**src/rtl/core/ldrf_pkg.sv**
```systemverilog
package ldrf_pkg;

  // default fraction width of the fixed-point format
  localparam int FRAC_BITS_DEF = 16;

  // field and datapath widths
  localparam int IN_W   = 32;
  localparam int REG_W  = 31;
  localparam int MAG_W  = 33;
  localparam int PROD_W = 2 * MAG_W;
  localparam int DEN_W  = 64;
  localparam int Q_W    = 33;

  // configuration register indexes
  localparam logic [1:0] CFG_ALPHA  = 2'd0;
  localparam logic [1:0] CFG_TARGET = 2'd1;
  localparam logic [1:0] CFG_TOL    = 2'd2;

  // status of a serial arithmetic unit
  typedef struct packed {
    logic busy;
    logic done;
  } unit_stat_t;

endpackage

```
**src/rtl/core/ldrf_mul.sv**
```systemverilog
module ldrf_mul (
  input  logic                              clk,
  input  logic                              rst,
  input  logic                              start,
  input  logic [ldrf_pkg::MAG_W-1:0]        op_a,
  input  logic [ldrf_pkg::MAG_W-1:0]        op_b,
  output logic [ldrf_pkg::PROD_W-1:0]       prod,
  output ldrf_pkg::unit_stat_t              stat
);

  localparam int CNT_W = $clog2(ldrf_pkg::MAG_W + 1);

  logic [ldrf_pkg::MAG_W-1:0] mcand;
  logic [ldrf_pkg::MAG_W-1:0] hi;
  logic [ldrf_pkg::MAG_W-1:0] lo;
  logic [CNT_W-1:0]           cnt;
  logic                       busy;
  logic                       done;
  logic [ldrf_pkg::MAG_W:0]   sum;

  // add the multiplicand when the current multiplier bit is set
  assign sum = {1'b0, hi} + (lo[0] ? {1'b0, mcand} : '0);

  // shift-add, one multiplier bit per cycle
  always_ff @(posedge clk) begin
    if (rst) begin
      busy <= 1'b0;
      done <= 1'b0;
      cnt  <= '0;
    end else begin
      done <= 1'b0;
      if (start) begin
        busy  <= 1'b1;
        cnt   <= '0;
        mcand <= op_a;
        hi    <= '0;
        lo    <= op_b;
      end else if (busy) begin
        {hi, lo} <= {sum, lo[ldrf_pkg::MAG_W-1:1]};
        cnt      <= cnt + 1'b1;
        if (cnt == CNT_W'(ldrf_pkg::MAG_W - 1)) begin
          busy <= 1'b0;
          done <= 1'b1;
        end
      end
    end
  end

  assign prod      = {hi, lo};
  assign stat.busy = busy;
  assign stat.done = done;

endmodule

```
**src/rtl/core/ldrf_div.sv**
```systemverilog
module ldrf_div #(
  parameter int NUM_W = 64 + ldrf_pkg::FRAC_BITS_DEF
) (
  input  logic                          clk,
  input  logic                          rst,
  input  logic                          start,
  input  logic [NUM_W-1:0]              num,
  input  logic [ldrf_pkg::DEN_W-1:0]    den,
  output logic [ldrf_pkg::Q_W-1:0]      quo,
  output logic                          ovf,
  output ldrf_pkg::unit_stat_t          stat
);

  localparam int CNT_W = $clog2(NUM_W + 1);

  logic [NUM_W-1:0]            num_sh;
  logic [ldrf_pkg::DEN_W-1:0]  dvs;
  logic [ldrf_pkg::DEN_W-1:0]  rem;
  logic [CNT_W-1:0]            cnt;
  logic                        busy;
  logic                        done;
  logic [ldrf_pkg::DEN_W:0]    trial;
  logic                        ge;

  // bring down the next numerator bit and test against the divisor
  assign trial = {rem, num_sh[NUM_W-1]};
  assign ge    = trial >= {1'b0, dvs};

  // restoring division, one quotient bit per cycle
  always_ff @(posedge clk) begin
    if (rst) begin
      busy <= 1'b0;
      done <= 1'b0;
      cnt  <= '0;
    end else begin
      done <= 1'b0;
      if (start) begin
        busy   <= 1'b1;
        cnt    <= '0;
        num_sh <= num;
        dvs    <= den;
        rem    <= '0;
        quo    <= '0;
        ovf    <= 1'b0;
      end else if (busy) begin
        num_sh <= {num_sh[NUM_W-2:0], 1'b0};
        rem    <= ge ? ldrf_pkg::DEN_W'(trial - {1'b0, dvs})
                     : trial[ldrf_pkg::DEN_W-1:0];
        quo    <= {quo[ldrf_pkg::Q_W-2:0], ge};
        ovf    <= ovf | quo[ldrf_pkg::Q_W-1];
        cnt    <= cnt + 1'b1;
        if (cnt == CNT_W'(NUM_W - 1)) begin
          busy <= 1'b0;
          done <= 1'b1;
        end
      end
    end
  end

  assign stat.busy = busy;
  assign stat.done = done;

endmodule

```
**src/rtl/core/linear_distance_restraint_force_core.sv**
```systemverilog
// Linear pair-distance restraint: each transaction carries two 3-D positions
// in signed fixed point and returns the energy alpha/target*R, the force on
// the first site and the convergence flags, all saturated to their fields.
// One item is worked at a time; in_stall is low only while the core is idle.
// An item goes through three squares, the bit-pair square root, the target and
// energy products, the energy division and, per axis, a force product and a
// force division. When R is zero or on target the three force products and
// divisions are skipped. The shift-add multiplier and the restoring divider
// are each shared by all their products and quotients. A finished result waits
// in the output register while the next item is taken.
module linear_distance_restraint_force_core #(
  parameter int FRAC_BITS = ldrf_pkg::FRAC_BITS_DEF
) (
  input  logic                        clk,
  input  logic                        rst,
  input  logic                        cfg_we,
  input  logic [1:0]                  cfg_index,
  input  logic [ldrf_pkg::REG_W-1:0]  cfg_data,
  input  logic                        in_valid,
  output logic                        in_stall,
  input  logic signed [31:0]          a_x,
  input  logic signed [31:0]          a_y,
  input  logic signed [31:0]          a_z,
  input  logic signed [31:0]          b_x,
  input  logic signed [31:0]          b_y,
  input  logic signed [31:0]          b_z,
  output logic                        out_valid,
  input  logic                        out_stall,
  output logic [30:0]                 energy,
  output logic signed [31:0]          force_x,
  output logic signed [31:0]          force_y,
  output logic signed [31:0]          force_z,
  output logic                        converged,
  output logic                        stop_request
);

  localparam int NUM_W  = ldrf_pkg::DEN_W + FRAC_BITS;
  localparam int MAG_W  = ldrf_pkg::MAG_W;
  localparam int PROD_W = ldrf_pkg::PROD_W;
  localparam int Q_W    = ldrf_pkg::Q_W;

  localparam logic [3:0] S_IDLE    = 4'd0;
  localparam logic [3:0] S_SQ_GO   = 4'd1;
  localparam logic [3:0] S_SQ_WAIT = 4'd2;
  localparam logic [3:0] S_SQRT    = 4'd3;
  localparam logic [3:0] S_TR_GO   = 4'd4;
  localparam logic [3:0] S_TR_WAIT = 4'd5;
  localparam logic [3:0] S_EM_GO   = 4'd6;
  localparam logic [3:0] S_EM_WAIT = 4'd7;
  localparam logic [3:0] S_ED_GO   = 4'd8;
  localparam logic [3:0] S_ED_WAIT = 4'd9;
  localparam logic [3:0] S_AX      = 4'd10;
  localparam logic [3:0] S_FM_GO   = 4'd11;
  localparam logic [3:0] S_FM_WAIT = 4'd12;
  localparam logic [3:0] S_FD_GO   = 4'd13;
  localparam logic [3:0] S_FD_WAIT = 4'd14;
  localparam logic [3:0] S_DONE    = 4'd15;

  localparam logic [Q_W-1:0] LIM_POS = Q_W'(32'h7FFF_FFFF);
  localparam logic [Q_W-1:0] LIM_NEG = Q_W'(32'h8000_0000);

  logic [3:0]                 state;
  logic [1:0]                 idx;
  logic [ldrf_pkg::REG_W-1:0] alpha_strength;
  logic [ldrf_pkg::REG_W-1:0] target_distance;
  logic [ldrf_pkg::REG_W-1:0] tolerance;
  logic                       stop_done;

  logic [MAG_W-1:0]           mag [3];
  logic [2:0]                 dneg;
  logic [PROD_W-1:0]          ssum;
  logic [PROD_W-1:0]          rad;
  logic [35:0]                rem;
  logic [MAG_W-1:0]           root;
  logic [5:0]                 cnt;
  logic [ldrf_pkg::DEN_W-1:0] tr;
  logic [30:0]                energy_r;
  logic [31:0]                frc [3];

  logic                       mul_start;
  logic [MAG_W-1:0]           mul_a;
  logic [MAG_W-1:0]           mul_b;
  logic [PROD_W-1:0]          mul_prod;
  ldrf_pkg::unit_stat_t       mul_stat;
  logic                       div_start;
  logic [NUM_W-1:0]           div_num;
  logic [ldrf_pkg::DEN_W-1:0] div_den;
  logic [Q_W-1:0]             div_q;
  logic                       div_ovf;
  ldrf_pkg::unit_stat_t       div_stat;

  logic [ldrf_pkg::REG_W-1:0] t_eff;
  logic                       far;
  logic                       skip_force;
  logic [MAG_W:0]             dev;
  logic                       conv;
  logic [35:0]                rem_sh;
  logic [35:0]                sq_trial;
  logic                       sq_ge;
  logic [32:0]                dif [3];
  logic [30:0]                e_sat;
  logic                       f_neg;
  logic [Q_W-1:0]             f_lim;
  logic [31:0]                f_mag;
  logic [31:0]                f_val;

  // treat a zero target as one LSB
  assign t_eff      = (target_distance == '0) ? ldrf_pkg::REG_W'(1) : target_distance;
  assign far        = root > MAG_W'(t_eff);
  assign skip_force = (root == '0) || (root == MAG_W'(t_eff));
  assign dev        = far ? ({1'b0, root} - (MAG_W + 1)'(t_eff))
                          : ((MAG_W + 1)'(t_eff) - {1'b0, root});
  assign conv       = dev < (MAG_W + 1)'(tolerance);

  // form the coordinate differences
  assign dif[0] = {a_x[31], a_x} - {b_x[31], b_x};
  assign dif[1] = {a_y[31], a_y} - {b_y[31], b_y};
  assign dif[2] = {a_z[31], a_z} - {b_z[31], b_z};

  // one square-root step: bring down two radicand bits
  assign rem_sh   = {rem[33:0], rad[PROD_W-1 -: 2]};
  assign sq_trial = {1'b0, root, 2'b01};
  assign sq_ge    = rem_sh >= sq_trial;

  // saturate the quotient for energy and force
  assign e_sat = (div_ovf || div_q > LIM_POS) ? 31'h7FFF_FFFF : div_q[30:0];
  assign f_neg = dneg[idx] != far;
  assign f_lim = f_neg ? LIM_NEG : LIM_POS;
  assign f_mag = (div_ovf || div_q > f_lim) ? f_lim[31:0] : div_q[31:0];
  assign f_val = f_neg ? (32'd0 - f_mag) : f_mag;

  // launch operands for the shared units
  always_comb begin
    mul_start = 1'b0;
    mul_a     = '0;
    mul_b     = '0;
    div_start = 1'b0;
    div_num   = '0;
    div_den   = '0;
    case (state)
      S_SQ_GO: begin
        mul_start = 1'b1;
        mul_a     = mag[idx];
        mul_b     = mag[idx];
      end
      S_TR_GO: begin
        mul_start = 1'b1;
        mul_a     = MAG_W'(t_eff);
        mul_b     = root;
      end
      S_EM_GO: begin
        mul_start = 1'b1;
        mul_a     = MAG_W'(alpha_strength);
        mul_b     = root;
      end
      S_ED_GO: begin
        div_start = 1'b1;
        div_num   = NUM_W'(mul_prod[ldrf_pkg::DEN_W-1:0]);
        div_den   = ldrf_pkg::DEN_W'(t_eff);
      end
      S_FM_GO: begin
        mul_start = 1'b1;
        mul_a     = MAG_W'(alpha_strength);
        mul_b     = mag[idx];
      end
      S_FD_GO: begin
        div_start = 1'b1;
        div_num   = {mul_prod[ldrf_pkg::DEN_W-1:0], {FRAC_BITS{1'b0}}};
        div_den   = tr;
      end
      default: begin
      end
    endcase
  end

  // write configuration registers
  always_ff @(posedge clk) begin
    if (rst) begin
      alpha_strength  <= ldrf_pkg::REG_W'(65536);
      target_distance <= ldrf_pkg::REG_W'(65536);
      tolerance       <= ldrf_pkg::REG_W'(6554);
    end else if (cfg_we) begin
      unique case (cfg_index)
        ldrf_pkg::CFG_ALPHA:  alpha_strength  <= cfg_data;
        ldrf_pkg::CFG_TARGET: target_distance <= cfg_data;
        ldrf_pkg::CFG_TOL:    tolerance       <= cfg_data;
        default: begin
        end
      endcase
    end
  end

  // sequence one item through the serial units
  always_ff @(posedge clk) begin
    if (rst) begin
      state     <= S_IDLE;
      idx       <= '0;
      cnt       <= '0;
      out_valid <= 1'b0;
      stop_done <= 1'b0;
    end else begin
      if (out_valid && !out_stall && state != S_DONE) begin
        out_valid <= 1'b0;
      end
      unique case (state)
        S_IDLE: begin
          if (in_valid) begin
            for (int i = 0; i < 3; i++) begin
              dneg[i] <= dif[i][32];
              mag[i]  <= dif[i][32] ? (33'd0 - dif[i]) : dif[i];
            end
            ssum  <= '0;
            idx   <= '0;
            state <= S_SQ_GO;
          end
        end
        S_SQ_GO: state <= S_SQ_WAIT;
        S_SQ_WAIT: begin
          if (mul_stat.done) begin
            ssum <= ssum + mul_prod;
            if (idx == 2'd2) begin
              rad   <= ssum + mul_prod;
              rem   <= '0;
              root  <= '0;
              cnt   <= '0;
              state <= S_SQRT;
            end else begin
              idx   <= idx + 1'b1;
              state <= S_SQ_GO;
            end
          end
        end
        S_SQRT: begin
          rem  <= sq_ge ? (rem_sh - sq_trial) : rem_sh;
          root <= {root[MAG_W-2:0], sq_ge};
          rad  <= {rad[PROD_W-3:0], 2'b00};
          cnt  <= cnt + 1'b1;
          if (cnt == 6'(MAG_W - 1)) begin
            state <= S_TR_GO;
          end
        end
        S_TR_GO: state <= S_TR_WAIT;
        S_TR_WAIT: begin
          if (mul_stat.done) begin
            tr    <= mul_prod[ldrf_pkg::DEN_W-1:0];
            state <= S_EM_GO;
          end
        end
        S_EM_GO: state <= S_EM_WAIT;
        S_EM_WAIT: begin
          if (mul_stat.done) begin
            state <= S_ED_GO;
          end
        end
        S_ED_GO: state <= S_ED_WAIT;
        S_ED_WAIT: begin
          if (div_stat.done) begin
            energy_r <= e_sat;
            idx      <= '0;
            state    <= S_AX;
          end
        end
        S_AX: begin
          if (skip_force) begin
            frc[idx] <= '0;
            if (idx == 2'd2) begin
              state <= S_DONE;
            end else begin
              idx <= idx + 1'b1;
            end
          end else begin
            state <= S_FM_GO;
          end
        end
        S_FM_GO: state <= S_FM_WAIT;
        S_FM_WAIT: begin
          if (mul_stat.done) begin
            state <= S_FD_GO;
          end
        end
        S_FD_GO: state <= S_FD_WAIT;
        S_FD_WAIT: begin
          if (div_stat.done) begin
            frc[idx] <= f_val;
            if (idx == 2'd2) begin
              state <= S_DONE;
            end else begin
              idx   <= idx + 1'b1;
              state <= S_AX;
            end
          end
        end
        S_DONE: begin
          if (!out_valid || !out_stall) begin
            energy       <= energy_r;
            force_x      <= frc[0];
            force_y      <= frc[1];
            force_z      <= frc[2];
            converged    <= conv;
            stop_request <= conv && !stop_done;
            stop_done    <= stop_done | conv;
            out_valid    <= 1'b1;
            state        <= S_IDLE;
          end
        end
        default: state <= S_IDLE;
      endcase
    end
  end

  assign in_stall = (state != S_IDLE);

  ldrf_mul u_mul (
    .clk   (clk),
    .rst   (rst),
    .start (mul_start),
    .op_a  (mul_a),
    .op_b  (mul_b),
    .prod  (mul_prod),
    .stat  (mul_stat)
  );

  ldrf_div #(
    .NUM_W (NUM_W)
  ) u_div (
    .clk   (clk),
    .rst   (rst),
    .start (div_start),
    .num   (div_num),
    .den   (div_den),
    .quo   (div_q),
    .ovf   (div_ovf),
    .stat  (div_stat)
  );

  // a stop request comes only with a converged result
  assert property (@(posedge clk) disable iff (rst)
    out_valid && stop_request |-> converged)
    else $error("stop request without convergence");

  // a shown stop request has set the one-shot flag
  assert property (@(posedge clk) disable iff (rst)
    out_valid && stop_request |-> stop_done)
    else $error("stop request with flag clear");

  // arithmetic units are quiet while the core is idle
  assert property (@(posedge clk) disable iff (rst)
    state == S_IDLE |-> !mul_stat.busy && !div_stat.busy)
    else $error("unit busy while idle");

endmodule

```
**config.mk**
```make
export PLATFORM = sky130hd
export DESIGN_NAME = linear_distance_restraint_force_core
export DESIGN_NICKNAME = d
export VERILOG_FILES = /design/src/rtl/core/ldrf_pkg.sv /design/src/rtl/core/ldrf_mul.sv /design/src/rtl/core/ldrf_div.sv /design/src/rtl/core/linear_distance_restraint_force_core.sv
export SDC_FILE = /design/constraint.sdc
export NUM_CORES = 2
export LEC_CHECK = 0
export BUFFER_PORTS_ARGS = -buffer_cell sky130_fd_sc_hd__buf_2
export CORE_MARGIN = 1.5
export CORE_UTILIZATION = 58
export CTS_BUF_LIST = sky130_fd_sc_hd__clkbuf_4 sky130_fd_sc_hd__clkbuf_8
export CTS_CLUSTER_SIZE = 24
export DETAILED_ROUTE_END_ITERATION = 6
export PLACE_DENSITY_LB_ADDON = 0.08
export SETUP_SLACK_MARGIN = 0.2
export SKIP_LAST_GASP = 1
export SYNTH_ARGS = -nofsm -noshare
export SYNTH_HDL_FRONTEND = slang
export SYNTH_SLANG_ARGS = --single-unit
```
**constraint.sdc**
```tcl
create_clock -name clk -period 11.6 [get_ports clk]
set_input_delay 2.32 -clock clk [delete_from_list [all_inputs] [get_ports clk]]
set_output_delay 2.32 -clock clk [all_outputs]
set_load 0.02 [all_outputs]
```
======== Word level (Yosys, flattened, before mapping) ========
Memories as Yosys holds them, arrays and structs flattened. A register that Yosys moved wholly into a read port is not among the register bits.
Cells that the tools add are included.
cells by class
  add/subtract/negate cells ............... 17
  $lt $le $gt $ge ......................... 7
  equal/unequal tests ..................... 36
  muxes and demuxes ....................... 89
  bitwise logic cells ..................... 6
  reduce and logical (&&, ||, !) cells .... 46
operators by type and width
  operator                                                             number
  33-bit two-way mux                                                   10
  66-bit two-way mux                                                   4
  66-bit case mux with 2 select lines                                  2
  80-bit two-way mux                                                   2
  80-bit case mux with 2 select lines                                  1
  34-bit two-way mux                                                   4
  33-bit case mux with 2 select lines                                  2
  32-bit two-way mux                                                   4
  64-bit two-way mux                                                   2
  64-bit case mux with 2 select lines                                  1
  33-bit case mux with 3 select lines                                  1
  1-bit by 33-bit subtractor with 33-bit output, first input constant  3
  32-bit by 32-bit subtractor with 33-bit output                       3
  34-bit case mux with 2 select lines                                  1
  66-bit adder                                                         1
  65-bit by 64-bit greater-or-equal comparator with 1-bit output       1
  4-bit case mux with 16 select lines                                  1
  64-bit subtractor                                                    1
  4-bit two-way mux                                                    11
  36-bit by 35-bit greater-or-equal comparator with 1-bit output       1
  33-bit by 34-bit adder with 34-bit output                            1
  34-bit by 31-bit < comparator with 1-bit output                      1
  31-bit by 33-bit subtractor with 34-bit output                       1
  33-bit by 31-bit subtractor with 34-bit output                       1
  other kinds (51)                                                     141
storage, ports and cells
  register bits after elaboration ......... 795
  memory bits (writable) .................. 195
  output and inout bits ................... 131
  memories ................................ 2
memories
  memory  words  width  read ports  clocked after Yosys merged registers in  write ports  line                                        text
  mag     3      33     1           1                                        3            linear_distance_restraint_force_core.sv:69  logic [MAG_W-1:0] mag [3];
  frc     3      32     3           3                                        1            linear_distance_restraint_force_core.sv:78  logic [31:0] frc [3];

======== Logic depth before layout (Yosys ltp) ========
  word-level depth ........................ 11
  gate-level depth with buffers ........... 31
  mapped depth without buffers ............ 28

======== Hierarchy ========
A second synthesis with hierarchy kept.
second synthesis, totals
  cells, all modules ...................... 6814
  area total of the unflattened synthesis .. 67985.2 µm²
modules (own cells, without submodules)
  module                                instances  cells an instance  area an instance (µm²)  sequential area each (µm²)
  linear_distance_restraint_force_core  1          5095               47953.5                 20830.0
  ldrf_div                              1          1226               14141.1                 7447.1
  ldrf_mul                              1          493                5890.6                  3133.0

======== Worst setup path before layout ========
Ideal clock, no wire load.
  kind .................................... input to register
  start ................................... input rst
  end ..................................... register rad[0], enable pin
  setup time .............................. 0.789 ns
  arrival time ............................ 11.739 ns
  required time ........................... 10.811 ns
  setup slack ............................. -0.928 ns
  cell stages on the path ................. 3
  buffers on the path ..................... 2
  cells stage by stage .................... clkbuf_1 clkbuf_1 nor3_1
between the ends
  longest elaborated chain between the ends .. 2
RTL lines
  what                                  line                                         text
  start: declaration                    linear_distance_restraint_force_core.sv:15   input logic rst,
  1-bit NOT (no source line)            n/a
  4-bit AND reduction (no source line)  n/a
  end signal: assignment                linear_distance_restraint_force_core.sv:222  rad <= ssum + mul_prod;
  end signal: assignment                linear_distance_restraint_force_core.sv:236  rad <= {rad[PROD_W-3:0], 2'b00};
  end: declaration                      linear_distance_restraint_force_core.sv:72   logic [PROD_W-1:0] rad;
No other way between the ends.
A chain may end at the register's enable or synchronous reset.

======== Final worst setup path ========
  start ................................... register target_distance[18] (netlist name)
  end ..................................... memory frc[1][10], data pin
between the ends
  longest elaborated chain between the ends .. 11
RTL lines
  what                                               line                                         text
  start: declaration                                 linear_distance_restraint_force_core.sv:65   logic [ldrf_pkg::REG_W-1:0] target_distance;
  start signal: assignment                           linear_distance_restraint_force_core.sv:180  target_distance <= ldrf_pkg::REG_W'(65536);
  start signal: assignment                           linear_distance_restraint_force_core.sv:185  ldrf_pkg::CFG_TARGET: target_distance <= cfg_data;
  31-bit logical NOT                                 linear_distance_restraint_force_core.sv:108  assign t_eff = (target_distance == '0) ? ldrf_pkg::REG_W'(1) : target_distance;
  31-bit two-way mux *                               linear_distance_restraint_force_core.sv:108
  33-bit by 31-bit > comparator with 1-bit output *  linear_distance_restraint_force_core.sv:109  assign far = root > MAG_W'(t_eff);
  1-bit inequality test *                            linear_distance_restraint_force_core.sv:127  assign f_neg = dneg[idx] != far;
  32-bit two-way mux                                 linear_distance_restraint_force_core.sv:128  assign f_lim = f_neg ? LIM_NEG : LIM_POS;
  33-bit by 32-bit > comparator with 1-bit output    linear_distance_restraint_force_core.sv:129  assign f_mag = (div_ovf || div_q > f_lim) ? f_lim[31:0] : div_q[31:0];
  1-bit logical OR                                   linear_distance_restraint_force_core.sv:129
  32-bit two-way mux                                 linear_distance_restraint_force_core.sv:129
  1-bit by 32-bit subtractor with 32-bit output      linear_distance_restraint_force_core.sv:130  assign f_val = f_neg ? (32'd0 - f_mag) : f_mag;
  32-bit two-way mux *                               linear_distance_restraint_force_core.sv:130
  32-bit two-way mux (no source line) *              n/a
  end: declaration                                   linear_distance_restraint_force_core.sv:78
Mark *: on every way between the ends. The rest lies on a longest branch, timed or not.

==> results_dict.tcl <==
set metrics [dict create \
    track_usage_pct 35.6 \
    hpwl_um 150000 \
    maxSlewViolCount 0 \
    ys_ff_latch 1088 \
    worst_slack_ns 1.67 \
    grt_max_degree 134 \
    synth_cells 6463 \
    synth_seq_area_share_pct 48.5 \
    drt-total-wl_um 206000 \
    rows 122 \
    holdBufCountCts 0 \
    rsz0062_at_grt "false" \
    route.detailed.drc 0 \
    synth_top_area_cell "edfxtp_1" \
    worst_slew_pin_slew_ns 1.24 \
    status "complete, no violations" \
    antenna_found_initial 9 \
    via_per_inst 6.22 \
    p_leak_nw 28.6 \
    synth.top_cell.area_share_pct 44.6 \
    vias 52200 \
    dieArea_mm2 0.114 \
    fmax_mhz 101 \
    place_ws_ns 2.02 \
    syn_area_mm2 0.0647 \
    pwr_density_cell_mw_per_mm2 161 \
    ys_top_cells_by_area "edfxtp_1, ha_1, a21oi_1, nand2_1, dfxtp_1" \
    yosys_warnings 0 \
    min_path_type "reg2reg" \
    clock_latency_ns 0.90 \
    die_x_um 337 \
    io_buffers 360 \
    core_mm2 0.111 \
    io-pin-count 361 \
    finalSetupTns_ns 0 \
    clk_path_buf_depth 3 \
    worstSetupPathType "reg2reg" \
    cts_htree_levels 4 \
    wl_per_cell_um 24.5 \
    multi_input_area_mm2 0.0309 \
    synth_edf_count 962 \
    synth_ff_type "edfxtp_1" \
    grt_overflow 0 \
    n_fill_cell 8872 \
    critical_path_arrival_ns 10.51 \
    firstDrtPassIters 6 \
    setup_viol 0 \
    grt_pass1_wl_um 303000 \
    synthArstFlopShare_pct 0 \
    initial_core_util_pct 58.5 \
    cts_resized 0 \
    drt_iter0_markers 5885 \
    startpoint_type "register" \
    clk_pin_slew_ns 0.06 \
    cp.required_ns 12.18 \
    min_period_ns 9.93 \
    hold_viol 0 \
    cts-root-buf "clkbuf_8" \
    grt_pass1_vias 49000 \
    cts_buffers 180 \
    syn_nets 7131 \
    maxCapViolations 0 \
    place_congestion 0.987 \
    period_share_pct 85.6 \
    die_h_um 337 \
    cts_tree "done" \
    postCtsSetupRepairBufs 0 \
    crit_path_end_kind "register" \
    irDropWorstVdd_mv 0.120 \
    power.total_mw 11.6 \
    drtAntennaViolNets 0 \
    synthDistinctLibCells 103 \
    seqCellArea_mm2 0.0314 \
    cts_sinks 1088 \
    critPathMaxFanout 36 \
    syn_to_final_growth_pct 10.8 \
    nets 7425 \
    fin_skew_ns 0.0559 \
    layout-drive-gt1-share_pct 12.0 \
    slew_headroom_pct 16.6 \
    postSynthAreaPerCell_um2 10.0 \
]
-- worst paths after layout --
| path | slack (ns) | cells after the start | endpoint | from |
|---|---|---|---|---|
| worst max-delay path | 1.67 | 26 | frc[1][10] | target_distance[18] |
| worst min-delay path | 0.41 | 0 | force_x[23] | frc[0][23] |
| worst max register to register | 1.67 | 26 | frc[1][10] | target_distance[18] |
| worst min register to register | 0.41 | 0 | force_x[23] | frc[0][23] |
-- synth_stat cells (15+ instances only) --
cell type,number
edfxtp_1,962
nand2_1,676
a21oi_1,597
nor2_1,560
ha_1,430
inv_1,380
o21ai_0,330
clkbuf_1,249
a21o_1,224
xnor2_1,221
xor2_1,162
dfxtp_1,126
and2_1,121
nor3_1,92
nand3_1,86
a22oi_1,83
mux2i_1,82
nand4_1,74
nand2b_1,72
a31oi_1,65
a22o_1,64
nor2b_1,60
a211oi_1,59
o21a_1,59
o21bai_1,57
a221o_1,45
and3_1,42
nor4_1,39
buf_2,33
or3_1,25
o211ai_1,24
buf_1,21
a211o_1,20
o31a_1,19
o21ai_1,18
or2_2,17
a21boi_0,15
and4_1,15
nand3b_1,15
o31ai_1,15
-- sequential cells by signal (all words and copies together), names as in the netlist, 32 cells and up, named ones only --
signal / flops
force_x: 32
u_mul.mcand: 33
u_div.rem: 64
rem: 34
ssum: 66
frc: 96
u_mul.lo: 33
root: 33
u_div.dvs: 64
mag: 99
u_div.quo: 33
rad: 66
u_mul.hi: 33
force_z: 32
tr: 64
force_y: 32
u_div.num_sh: 80
-- layer usage --
layer | vias up | global-route usage, % | part of all wire, %
met5 | - | 0 | 0.018
met4 | 6 | 15.1 | 4.4
met3 | 398 | 7.67 | 9.8
met2 | 2575 | 53.8 | 44
met1 | 25100 | 49.5 | 42
li1 | 24200 | - | -
-- report_power, final --
part           total (mW)  switching, mW  internal, mW
Clock                3.69           1.69          2.00
Sequential           4.95          0.309          4.64
Combinational        2.95           1.88          1.07
-- worst max-delay path, cell delays in order (launching register included) --
cell,delay (ns)
dfxtp_1,0.38
nor4_1,0.68
nand4_1,0.32
o21bai_1,0.37
ha_1,0.24
inv_1,0.06
fa_1,0.42
a221oi_2,0.36
o21ai_1,0.19
a211o_1,0.32
a21oi_1,0.25
or2_1,0.34
xnor2_2,0.40
buf_4,0.51
inv_2,0.28
ha_1,0.38
nand4b_1,0.11
or3_1,0.43
o21ai_0,0.22
o21a_1,0.72
nand2_1,0.56
a21boi_0,0.32
ha_1,0.55
nor2_1,0.73
o21ai_0,0.23
a21oi_1,0.17
nor3_1,0.09
-- placed cells by master (no fill, tap or decap), types with 56 or more instances in the layout --
| cell type | n |
|---|---|
| clkbuf_8 | 190 |
| nand2b_1 | 72 |
| nor3_1 | 88 |
| buf_2 | 359 |
| o21a_1 | 59 |
| edfxtp_1 | 962 |
| xnor2_1 | 220 |
| nor2_1 | 551 |
| xor2_1 | 162 |
| a22o_1 | 64 |
| nand2_1 | 673 |
| nand4_1 | 74 |
| nor2b_1 | 56 |
| and2_1 | 122 |
| buf_4 | 61 |
| a21o_1 | 224 |
| a21oi_1 | 596 |
| o21ai_0 | 329 |
| inv_1 | 380 |
| ha_1 | 430 |
| dfxtp_1 | 124 |
| a31oi_1 | 64 |
| o21bai_1 | 57 |
| mux2i_1 | 82 |
| a211oi_1 | 59 |
| nand3_1 | 85 |
| a22oi_1 | 83 |
-- layout make-up --
class / instances / area share (%)
Sequential cell: 1088 / 43.8
Multi-Input combinational cell: 4685 / 43.0
Clock buffer: 239 / 4.16
Timing Repair Buffer: 421 / 3.17
Tap cell: 1488 / 2.59
Inverter: 381 / 1.99
Clock inverter: 87 / 1.28
Antenna cell: 6 / 0.0209
-- metrics by stage --
stage | hold slack (ns) | cell area [µm²] | instances | util [%]
6_report | 0.410 | 71800 | 8395 | 64.8
5_1_grt | 0.407 | 71700 | 8391 | 64.8
4_1_cts | 0.406 | 71700 | 8389 | 64.8
3_5_place_dp | 0.405 | 67800 | 8063 | 61.3
3_3_place_gp | 0.402 | 67800 | 8063 | 61.3
2_1_floorplan | 0.400 | 64700 | 6463 | -
-- logic make-up (layout without fill, tap and decap cells) --
logic type / after synthesis / after routing / synth area share, %
xor gates and xnor gates: 384 / 384 / 5.21
AOI/OAI and AO/OA: 1819 / 1819 / 18.1
muxes: 86 / 86 / 1.34
DFF: 1088 / 1088 / 48.5
other: 0 / 6 / 0
and+or+nand+nor: 1958 / 1958 / 14.2
adders and majority gates: 438 / 438 / 8.56
buffers and inverters: 690 / 1128 / 4.12
(Power assumes the default switching activity.)
